`config.mk`:
```
export PLATFORM = sky130hd
export DESIGN_NAME = periodic_timer_bank
export DESIGN_NICKNAME = d
export VERILOG_FILES = /design/src/rtl/core/ptb_pkg.sv /design/src/rtl/core/ptb_ram.sv /design/src/rtl/core/ptb_front.sv /design/src/rtl/core/ptb_back.sv /design/src/rtl/core/periodic_timer_bank.sv
export SDC_FILE = /design/constraint.sdc
export NUM_CORES = 2
export LEC_CHECK = 0
export CAP_MARGIN = 5
export CORE_MARGIN = 2
export CORE_UTILIZATION = 65
export DETAILED_ROUTE_END_ITERATION = 8
export DONT_BUFFER_PORTS = 1
export PLACE_DENSITY = 0.81
export RECOVER_POWER = 25
export SYNTH_ARGS = -nofsm -noshare
export SYNTH_HDL_FRONTEND = slang
export SYNTH_SLANG_ARGS = --single-unit
```
`constraint.sdc`:
```
create_clock -name clk -period 20.1 [get_ports clk]
set_input_delay 4.02 -clock clk [delete_from_list [all_inputs] [get_ports clk]]
set_output_delay 4.02 -clock clk [all_outputs]
set_load 0.03 [all_outputs]
```
`src/rtl/core/ptb_pkg.sv`:
```
package ptb_pkg;

  localparam int TIME_W   = 48;
  localparam int PERIOD_W = 32;
  localparam int ID_W     = 4;
  localparam int CMD_W    = 2;
  localparam int WORD_W   = PERIOD_W + TIME_W;

  // command field codes
  localparam logic [CMD_W-1:0] CMD_TICK  = 2'd0;
  localparam logic [CMD_W-1:0] CMD_START = 2'd1;
  localparam logic [CMD_W-1:0] CMD_STOP  = 2'd2;

  // classified operations handed from front to back
  localparam logic [1:0] OP_TICK  = 2'd0;
  localparam logic [1:0] OP_START = 2'd1;
  localparam logic [1:0] OP_STOP  = 2'd2;
  localparam logic [1:0] OP_NOP   = 2'd3;

  localparam logic STAT_OK          = 1'b0;
  localparam logic STAT_NOT_RUNNING = 1'b1;

  typedef struct packed {
    logic [CMD_W-1:0]    cmd;
    logic [ID_W-1:0]     timer_id;
    logic [PERIOD_W-1:0] period_ms;
    logic [TIME_W-1:0]   now_ms;
  } in_item_t;

  typedef struct packed {
    logic            status;
    logic            fired;
    logic [ID_W-1:0] fired_id;
    logic            last;
  } out_item_t;

  typedef struct packed {
    logic [1:0]          op;
    logic                in_range;
    logic [ID_W-1:0]     timer_id;
    logic [PERIOD_W-1:0] period_ms;
    logic [TIME_W-1:0]   now_ms;
  } ptb_cmd_t;

endpackage

```
`src/rtl/core/ptb_ram.sv`:
```
module ptb_ram #(
  parameter int WIDTH = 8,
  parameter int DEPTH = 16,
  localparam int AW = (DEPTH > 1) ? $clog2(DEPTH) : 1
) (
  input  logic             clk,
  input  logic             we,
  input  logic [AW-1:0]    waddr,
  input  logic [WIDTH-1:0] wdata,
  input  logic             re,
  input  logic [AW-1:0]    raddr,
  output logic [WIDTH-1:0] rdata
);

  logic [WIDTH-1:0] mem [DEPTH];
  logic [WIDTH-1:0] rdata_r;

  always_ff @(posedge clk) begin
    if (we) begin
      mem[waddr] <= wdata;
    end
    if (re) begin
      rdata_r <= mem[raddr];
    end
  end

  assign rdata = rdata_r;

endmodule

```
`src/rtl/core/ptb_front.sv`:
```
module ptb_front import ptb_pkg::*; #(
  parameter int NUM_TIMERS = 16
) (
  input  logic     clk,
  input  logic     rst_n,
  input  logic     in_valid,
  output logic     in_stall,
  input  in_item_t in_item,
  output logic     q_valid,
  input  logic     q_pop,
  output ptb_cmd_t q_cmd
);

  localparam int QDEPTH = 2;

  ptb_cmd_t   q_r [QDEPTH];
  logic       wr_ptr_r, wr_ptr_nxt;
  logic       rd_ptr_r, rd_ptr_nxt;
  logic [1:0] cnt_r, cnt_nxt;
  logic       push;
  logic       in_range;
  ptb_cmd_t   cls;

  assign in_stall = (cnt_r == 2'(QDEPTH));
  assign push     = in_valid && !in_stall;
  assign q_valid  = (cnt_r != 2'd0);
  assign q_cmd    = q_r[rd_ptr_r];

  assign in_range = (9'(in_item.timer_id) < 9'(NUM_TIMERS));

  // a start of an absent slot does nothing, so it becomes a no-op here
  always_comb begin
    cls.in_range  = in_range;
    cls.timer_id  = in_item.timer_id;
    cls.period_ms = in_item.period_ms;
    cls.now_ms    = in_item.now_ms;
    case (in_item.cmd)
      CMD_TICK:  cls.op = OP_TICK;
      CMD_START: cls.op = in_range ? OP_START : OP_NOP;
      CMD_STOP:  cls.op = OP_STOP;
      default:   cls.op = OP_NOP;
    endcase
  end

  always_comb begin
    wr_ptr_nxt = push ? !wr_ptr_r : wr_ptr_r;
    rd_ptr_nxt = q_pop ? !rd_ptr_r : rd_ptr_r;
    cnt_nxt    = cnt_r + 2'(push) - 2'(q_pop);
  end

  always_ff @(posedge clk) begin
    if (!rst_n) begin
      wr_ptr_r <= 1'b0;
      rd_ptr_r <= 1'b0;
      cnt_r    <= 2'd0;
    end else begin
      wr_ptr_r <= wr_ptr_nxt;
      rd_ptr_r <= rd_ptr_nxt;
      cnt_r    <= cnt_nxt;
    end
  end

  always_ff @(posedge clk) begin
    if (push) begin
      q_r[wr_ptr_r] <= cls;
    end
  end

endmodule

```
`src/rtl/core/ptb_back.sv`:
```
module ptb_back import ptb_pkg::*; #(
  parameter int NUM_TIMERS = 16
) (
  input  logic      clk,
  input  logic      rst_n,
  input  logic      q_valid,
  output logic      q_pop,
  input  ptb_cmd_t  q_cmd,
  output logic      out_valid,
  input  logic      out_stall,
  output out_item_t out_item
);

  localparam int SLOT_W = (NUM_TIMERS > 1) ? $clog2(NUM_TIMERS) : 1;
  localparam logic [SLOT_W-1:0] LAST_SLOT = SLOT_W'(NUM_TIMERS - 1);

  localparam logic [1:0] ST_IDLE = 2'd0;
  localparam logic [1:0] ST_RD   = 2'd1;
  localparam logic [1:0] ST_EV   = 2'd2;
  localparam logic [1:0] ST_FIN  = 2'd3;

  logic [1:0]            state_r, state_nxt;
  logic [SLOT_W-1:0]     idx_r, idx_nxt;
  logic [SLOT_W-1:0]     pend_r, pend_nxt;
  logic                  have_pend_r, have_pend_nxt;
  logic [TIME_W-1:0]     now_r, now_nxt;
  logic [NUM_TIMERS-1:0] running_r, running_nxt;
  logic                  out_valid_r, out_valid_nxt;
  out_item_t             out_item_r, out_item_nxt;

  logic                  out_free;
  logic [SLOT_W-1:0]     q_slot;
  logic                  ram_we, ram_re;
  logic [SLOT_W-1:0]     ram_waddr;
  logic [WORD_W-1:0]     ram_wdata, ram_rdata;
  logic [PERIOD_W-1:0]   rd_period;
  logic [TIME_W-1:0]     rd_deadline, diff, new_deadline, start_deadline;
  logic                  expired;
  out_item_t             ok_item, pend_item;

  ptb_ram #(
    .WIDTH (WORD_W),
    .DEPTH (NUM_TIMERS)
  ) u_ram (
    .clk   (clk),
    .we    (ram_we),
    .waddr (ram_waddr),
    .wdata (ram_wdata),
    .re    (ram_re),
    .raddr (idx_r),
    .rdata (ram_rdata)
  );

  assign rd_period      = ram_rdata[WORD_W-1:TIME_W];
  assign rd_deadline    = ram_rdata[TIME_W-1:0];
  // wrap-aware now >= deadline
  assign diff           = now_r - rd_deadline;
  assign expired        = running_r[idx_r] && !diff[TIME_W-1];
  assign new_deadline   = rd_deadline + TIME_W'(rd_period);
  assign start_deadline = q_cmd.now_ms + TIME_W'(q_cmd.period_ms);
  assign q_slot         = SLOT_W'(q_cmd.timer_id);
  assign out_free       = !out_valid_r || !out_stall;

  always_comb begin
    ok_item          = '0;
    ok_item.status   = STAT_OK;
    ok_item.last     = 1'b1;
    pend_item        = '0;
    pend_item.status = STAT_OK;
    pend_item.fired  = 1'b1;
    pend_item.fired_id = ID_W'(pend_r);
  end

  always_comb begin
    state_nxt     = state_r;
    idx_nxt       = idx_r;
    pend_nxt      = pend_r;
    have_pend_nxt = have_pend_r;
    now_nxt       = now_r;
    running_nxt   = running_r;
    out_valid_nxt = out_valid_r && out_stall;
    out_item_nxt  = out_item_r;
    q_pop         = 1'b0;
    ram_we        = 1'b0;
    ram_re        = 1'b0;
    ram_waddr     = idx_r;
    ram_wdata     = {rd_period, new_deadline};

    case (state_r)
      ST_IDLE: begin
        if (q_valid) begin
          case (q_cmd.op)
            OP_TICK: begin
              q_pop         = 1'b1;
              now_nxt       = q_cmd.now_ms;
              idx_nxt       = '0;
              have_pend_nxt = 1'b0;
              state_nxt     = ST_RD;
            end
            OP_START: begin
              if (out_free) begin
                q_pop               = 1'b1;
                running_nxt[q_slot] = 1'b1;
                ram_we              = 1'b1;
                ram_waddr           = q_slot;
                ram_wdata           = {q_cmd.period_ms, start_deadline};
                out_valid_nxt       = 1'b1;
                out_item_nxt        = ok_item;
              end
            end
            OP_STOP: begin
              if (out_free) begin
                q_pop         = 1'b1;
                out_valid_nxt = 1'b1;
                out_item_nxt  = ok_item;
                if (q_cmd.in_range && running_r[q_slot]) begin
                  running_nxt[q_slot] = 1'b0;
                end else begin
                  out_item_nxt.status = STAT_NOT_RUNNING;
                end
              end
            end
            default: begin
              if (out_free) begin
                q_pop         = 1'b1;
                out_valid_nxt = 1'b1;
                out_item_nxt  = ok_item;
              end
            end
          endcase
        end
      end
      ST_RD: begin
        ram_re    = 1'b1;
        state_nxt = ST_EV;
      end
      ST_EV: begin
        // one fired id is held back so the final one can carry last
        if (!expired || !have_pend_r || out_free) begin
          if (expired) begin
            ram_we        = 1'b1;
            pend_nxt      = idx_r;
            have_pend_nxt = 1'b1;
            if (have_pend_r) begin
              out_valid_nxt = 1'b1;
              out_item_nxt  = pend_item;
            end
          end
          if (idx_r == LAST_SLOT) begin
            state_nxt = ST_FIN;
          end else begin
            idx_nxt   = idx_r + SLOT_W'(1);
            state_nxt = ST_RD;
          end
        end
      end
      ST_FIN: begin
        if (out_free) begin
          out_valid_nxt = 1'b1;
          out_item_nxt  = ok_item;
          if (have_pend_r) begin
            out_item_nxt      = pend_item;
            out_item_nxt.last = 1'b1;
          end
          state_nxt = ST_IDLE;
        end
      end
      default: begin
        state_nxt = ST_IDLE;
      end
    endcase
  end

  always_ff @(posedge clk) begin
    if (!rst_n) begin
      state_r     <= ST_IDLE;
      have_pend_r <= 1'b0;
      running_r   <= '0;
      out_valid_r <= 1'b0;
    end else begin
      state_r     <= state_nxt;
      have_pend_r <= have_pend_nxt;
      running_r   <= running_nxt;
      out_valid_r <= out_valid_nxt;
    end
  end

  always_ff @(posedge clk) begin
    idx_r      <= idx_nxt;
    pend_r     <= pend_nxt;
    now_r      <= now_nxt;
    out_item_r <= out_item_nxt;
  end

  assign out_valid = out_valid_r;
  assign out_item  = out_item_r;

endmodule

```
`src/rtl/core/periodic_timer_bank.sv`:
```
// start, stop and unused commands: queued, then the result is registered at the output
// tick: each timer slot is read and then checked in turn, then a final beat is sent;
//   the registered read of the timer memory sets this pace
// a two-beat queue in front keeps accepting, until it is full, while the scan runs
// reset clears the running flags, the queue and the output register;
//   the period and deadline memory is not cleared and is written by start and by ticks that fire
module periodic_timer_bank import ptb_pkg::*; #(
  parameter int NUM_TIMERS = 16
) (
  input  logic      clk,
  input  logic      rst_n,
  input  logic      in_valid,
  output logic      in_stall,
  input  in_item_t  in_item,
  output logic      out_valid,
  input  logic      out_stall,
  output out_item_t out_item
);

  logic     q_valid;
  logic     q_pop;
  ptb_cmd_t q_cmd;

  ptb_front #(
    .NUM_TIMERS (NUM_TIMERS)
  ) u_front (
    .clk      (clk),
    .rst_n    (rst_n),
    .in_valid (in_valid),
    .in_stall (in_stall),
    .in_item  (in_item),
    .q_valid  (q_valid),
    .q_pop    (q_pop),
    .q_cmd    (q_cmd)
  );

  ptb_back #(
    .NUM_TIMERS (NUM_TIMERS)
  ) u_back (
    .clk       (clk),
    .rst_n     (rst_n),
    .q_valid   (q_valid),
    .q_pop     (q_pop),
    .q_cmd     (q_cmd),
    .out_valid (out_valid),
    .out_stall (out_stall),
    .out_item  (out_item)
  );

`ifndef SYNTHESIS
  a_empty_is_last: assert property (@(posedge clk) disable iff (!rst_n)
    out_valid && !out_item.fired |-> out_item.last)
    else $error("non-fired beat without last");

  a_status_not_fired: assert property (@(posedge clk) disable iff (!rst_n)
    out_valid && (out_item.status == STAT_NOT_RUNNING) |-> !out_item.fired)
    else $error("fired beat with error status");

  a_fired_id_range: assert property (@(posedge clk) disable iff (!rst_n)
    out_valid && out_item.fired |-> (9'(out_item.fired_id) < 9'(NUM_TIMERS)))
    else $error("fired id outside the bank");

  a_pop_needs_entry: assert property (@(posedge clk) disable iff (!rst_n)
    q_pop |-> q_valid)
    else $error("queue popped while empty");
`endif

endmodule

```
==> summary.md <==
| Metric | Value |
|---|---|
| Share of synthesized area occupied by flip-flops and latches | 73.4% |
| Hold depth | 2 |
| Cell variety after synth | 68 |
| Final setup violation count | 0 |
| Largest fanout on the critical path | 71 |
| Die Height | 323 um |
| Delay contributed by the slowest stage of the critical path | 3.35 ns |
| Global-route wire length before repair | 239 mm |
| Class of the worst hold path | reg2reg |
| Relative slew margins | -203% |
| Filler instances | 5443 |
| Category of the worst setup path launch point | flop |
| Cell Area, Synth | 66000 um^2 |
| Post-cts hold buffer count | 0 |
| Worst endpoint required time | 20.57 ns |
| IR Drop Worst-Case VDD | 0.0000994 V |
| Library cell contributing the largest single delay on the critical path | sky130_fd_sc_hd__clkbuf_1 |
| Final critical path time including I/O delays and setup | 11.26 ns |
| Pwr Total | 9.22 mW |
| Crit path buf inv count | 3 |
| Synthesis Warnings | 0 |
| Area of the placeable core | 100000 um^2 |
| Clock latency on the worst-skew pair | 0.75 ns |
| Number of failing hold endpoints at the final stage | 0 |
| CTS clk-pin slew, worst paths | 0.07 ns |
| Number of buffers created by CTS | 157 |
| Leading post-synthesis cells by cell area | sky130_fd_sc_hd__edfxtp_1 73%, sky130_fd_sc_hd__mux4_2 14%, sky130_fd_sc_hd__ha_1 2.1% |
| Tot GR Track Use | 32.4% |
| Area share of the largest cell type after synthesis | 72.6% |
| Setup bufs post-CTS | 0 |
| Endpoint of the worst register-to-register path | u_back.u_ram.rdata[51] |
| Worst reg2reg setup slack | 8.84 ns |
| Clk sink count | 1620 |
| Area growth from synthesis to layout | 10.4% |
| Status | complete, but fails checks |
| Setup repair after global routing missed its margin | false |
| Post-DR wirelength/cell | 34.1 um |
| Share of layout cells above drive strength 1 | 22.4% |
| Gate count of the mapped netlist | 3245 |
| Number of cells on the critical path | 5 |
| Transition time of the tightest slew-check pin | 4.55 ns |
| Count of buffers inserted at the top-level ports | 0 |
| CTS tree | yes |
| Footprint of the multi-input gates | 17000 um^2 |
| Final worst-path cycle share | 56.0% |
| Reported leakage power | 23.4 nW |
| H-tree lvl count | 4 |
| Critical R2R Launch | u_back.idx_r[1] |
| Remaining number of nets flagged by the antenna check after routing | 0 |
| Final TNS setup | 0 ns |
| Die X | 323 um |
| Ant diodes | 0 |
| Number of nets in the final layout | 3532 |
| Floorplan die area | 104000 um^2 |
| Async SR Flop Fraction | 0% |
| Category of cells accounting for the largest share of critical-path delay | buffers and inverters |
| Count of flip-flops with a built-in enable after synthesis | 1595 |
| Count of max-cap constraint violations | 20 |
| Vias in the first global route | 35410 |
| Register cell area after layout | 48400 um^2 |
| Final Max Tran Viols | 967 |
| Post-CTS sizing | 0 |
| Number of antenna violations at the first check in global routing | 4 |
| Number of register bits inferred by synthesis | 1620 |
| Endpoint kind of the worst setup timing path | flop |
| Starting utilization of the core area | 65.8% |
| Worst r2r path cells | 5 |
| TritonRoute pass-1 iters | 8 |
| Top_reg_cell synth | sky130_fd_sc_hd__edfxtp_1 |
| Detailed-route vias per instance | 7.16 |
| Maximum buffer depth of the clock tree | 3 |
| Most repeated library cell on the critical path | sky130_fd_sc_hd__clkbuf_1 |
| Failing checks | max-capacitance violations, max-slew violations |
| Via count of the routed design | 34396 |
| Total grt overflow | 0 |
| Fmax | 88.8 MHz |
| Number of primary I/O pins | 99 |
| Cell accounting for the most synthesized area | sky130_fd_sc_hd__edfxtp_1 |
| CP Class | reg2reg |
| Power per cell area | 126 nW/um^2 |
| Placed wire-length estimate | 90.2 mm |
| Wire length reported by the detailed router | 164 mm |
| Floorplan row count | 116 |
| CP cell instances | clkbuf_1 > clkbuf_1 > clkbuf_1 > mux4_2 > mux4_2 |
| Number of remaining DRC errors | 0 |
| Pin count of the biggest net entering global routing | 116 |
| Initial detailed-routing violation count | 5330 |
| Net count after synthesis | 3450 |
| Placer's final routability congestion estimate | 0.936 |
| Clock skew after layout | 0.0318 ns |
| CTS root buffer | sky130_fd_sc_hd__clkbuf_16 |
| Average size of a mapped cell | 20.3 um^2 |
| Worst EP arrival | 11.73 ns |
kinds of logic after synthesis:
family / Yosys count / share of synthesized area (%)
multiplexers: 545 / 16.2
adder cells (fa/ha/maj): 115 / 2.20
AO/OA/AOI/OAI: 347 / 3.40
XOR/XNOR: 93 / 1.23
AND/OR/NAND/NOR: 303 / 2.33
buffers and inverters: 222 / 1.27
flip-flops: 1620 / 73.4
placed cells by master (no fill, tap or decap), drive strengths merged, types with 7 or more instances in the layout:
| cell | netlist | layout |
|---|---|---|
| a211oi | 15 | 15 |
| a21o | 43 | 43 |
| a21oi | 98 | 98 |
| a31oi | 18 | 18 |
| and2 | 20 | 20 |
| and3 | 18 | 18 |
| buf | 34 | 48 |
| bufinv | 0 | 15 |
| clkbuf | 110 | 208 |
| clkinv | 0 | 65 |
| clkinvlp | 0 | 8 |
| dfxtp | 25 | 25 |
| edfxtp | 1595 | 1595 |
| ha | 113 | 113 |
| inv | 78 | 82 |
| mux2 | 108 | 108 |
| mux2i | 29 | 29 |
| mux4 | 408 | 408 |
| nand2 | 74 | 74 |
| nand2b | 13 | 13 |
| nand3 | 26 | 26 |
| nand4 | 33 | 33 |
| nor2 | 68 | 68 |
| nor2b | 9 | 9 |
| nor3 | 12 | 12 |
| o211ai | 21 | 21 |
| o21a | 11 | 11 |
| o21ai | 76 | 76 |
| o22ai | 14 | 14 |
| o31ai | 14 | 14 |
| or3 | 7 | 7 |
| xnor2 | 52 | 52 |
| xor2 | 41 | 41 |
metrics by stage:
step	util, %	instance area (um^2)	worst slack [ns]	hold slack [ns]	cells
finish	72.7	72900	8.84	0.531	4806
global route	72.7	72900	8.28	0.546	4806
CTS	72.7	72900	12.28	0.531	4799
detailed placement	67.6	67800	11.53	0.526	4518
global placement	67.6	67800	11.70	0.500	4517
floorplan	-	66000	9.29	0.424	3245
routing by layer:
layer / part of all wire [%] / vias up / track usage (%)
met2: 48 / 2672 / 51.4
met1: 36 / 17588 / 43.8
met3: 11 / 521 / 7.34
met5: 0.015 / - / 0
li1: - / 13611 / -
met4: 4.7 / 4 / 14.4
layout make-up:
type                    count  area share [%]
multi-input cells        1403            23.3
repair buffers             67           0.634
well taps                1357            2.33
clock inverters            92            1.20
flip-flops and latches   1620            66.4
inverters                  78           0.402
clock buffers             189            5.73
cell usage after synthesis, types with 6 or more instances:
cell,instances
sky130_fd_sc_hd__nand3_1,26
sky130_fd_sc_hd__mux2i_1,29
sky130_fd_sc_hd__nand2b_1,13
sky130_fd_sc_hd__dfxtp_1,25
sky130_fd_sc_hd__o31ai_1,14
sky130_fd_sc_hd__xor2_1,41
sky130_fd_sc_hd__o21a_1,11
sky130_fd_sc_hd__nand4_1,33
sky130_fd_sc_hd__nand2_1,73
sky130_fd_sc_hd__a31oi_1,18
sky130_fd_sc_hd__xnor2_1,52
sky130_fd_sc_hd__clkbuf_1,110
sky130_fd_sc_hd__o22ai_1,14
sky130_fd_sc_hd__nor2_1,67
sky130_fd_sc_hd__o21ai_0,69
sky130_fd_sc_hd__and4_1,6
sky130_fd_sc_hd__mux2_2,108
sky130_fd_sc_hd__buf_1,31
sky130_fd_sc_hd__and3_1,18
sky130_fd_sc_hd__edfxtp_1,1595
sky130_fd_sc_hd__a211oi_1,13
sky130_fd_sc_hd__a21oi_1,98
sky130_fd_sc_hd__ha_1,113
sky130_fd_sc_hd__nor2b_1,9
sky130_fd_sc_hd__o21bai_1,6
sky130_fd_sc_hd__o211ai_1,21
sky130_fd_sc_hd__nor3_1,12
sky130_fd_sc_hd__inv_1,77
sky130_fd_sc_hd__mux4_2,408
sky130_fd_sc_hd__or3_1,7
sky130_fd_sc_hd__a21o_1,43
sky130_fd_sc_hd__and2_1,19
worst register-to-register path, delay by kind of cell (launching register included):
kind | cells | cell delay, ns
buffers and inverters | 3 | 9.45
multiplexers | 2 | 1.23
flip-flops | 1 | 0.32
state kept, by name, summed over array words and instances (netlist names), named ones only:
register            flops
u_back.out_valid        1
u_front.wr_ptr_r        1
u_back.idx_r            4
u_back.u_ram.rdata     80
u_front.cnt_r           2
u_back.have_pend_r      1
u_back.pend_r           4
u_back.state_r          2
u_front.q_r           172
u_back.u_ram.mem     1280
u_back.out_item         7
u_back.now_r           48
u_front.rd_ptr_r        1
report_power, final:
group          switching [mW]  internal, mW
logic                    1.29         0.686
clock network            1.24          1.67
registers              0.0958          4.23
total                    2.63          6.59
worst max-delay path by stage:
stage | startpoint | endpoint | slack, ns
2_1_floorplan | out_stall | u_back.u_ram.mem[6][0] | 9.29
3_3_place_gp | out_stall | u_back.u_ram.mem[0][46] | 11.70
3_5_place_dp | out_stall | u_back.u_ram.mem[2][22] | 11.53
4_1_cts | out_stall | u_back.u_ram.mem[0][16] | 12.28
5_1_grt | u_back.idx_r[0] | u_back.u_ram.mem[9][45] | 8.28
6_report | u_back.idx_r[1] | u_back.u_ram.rdata[51] | 8.84
Power figures use the tool's default switching activity.
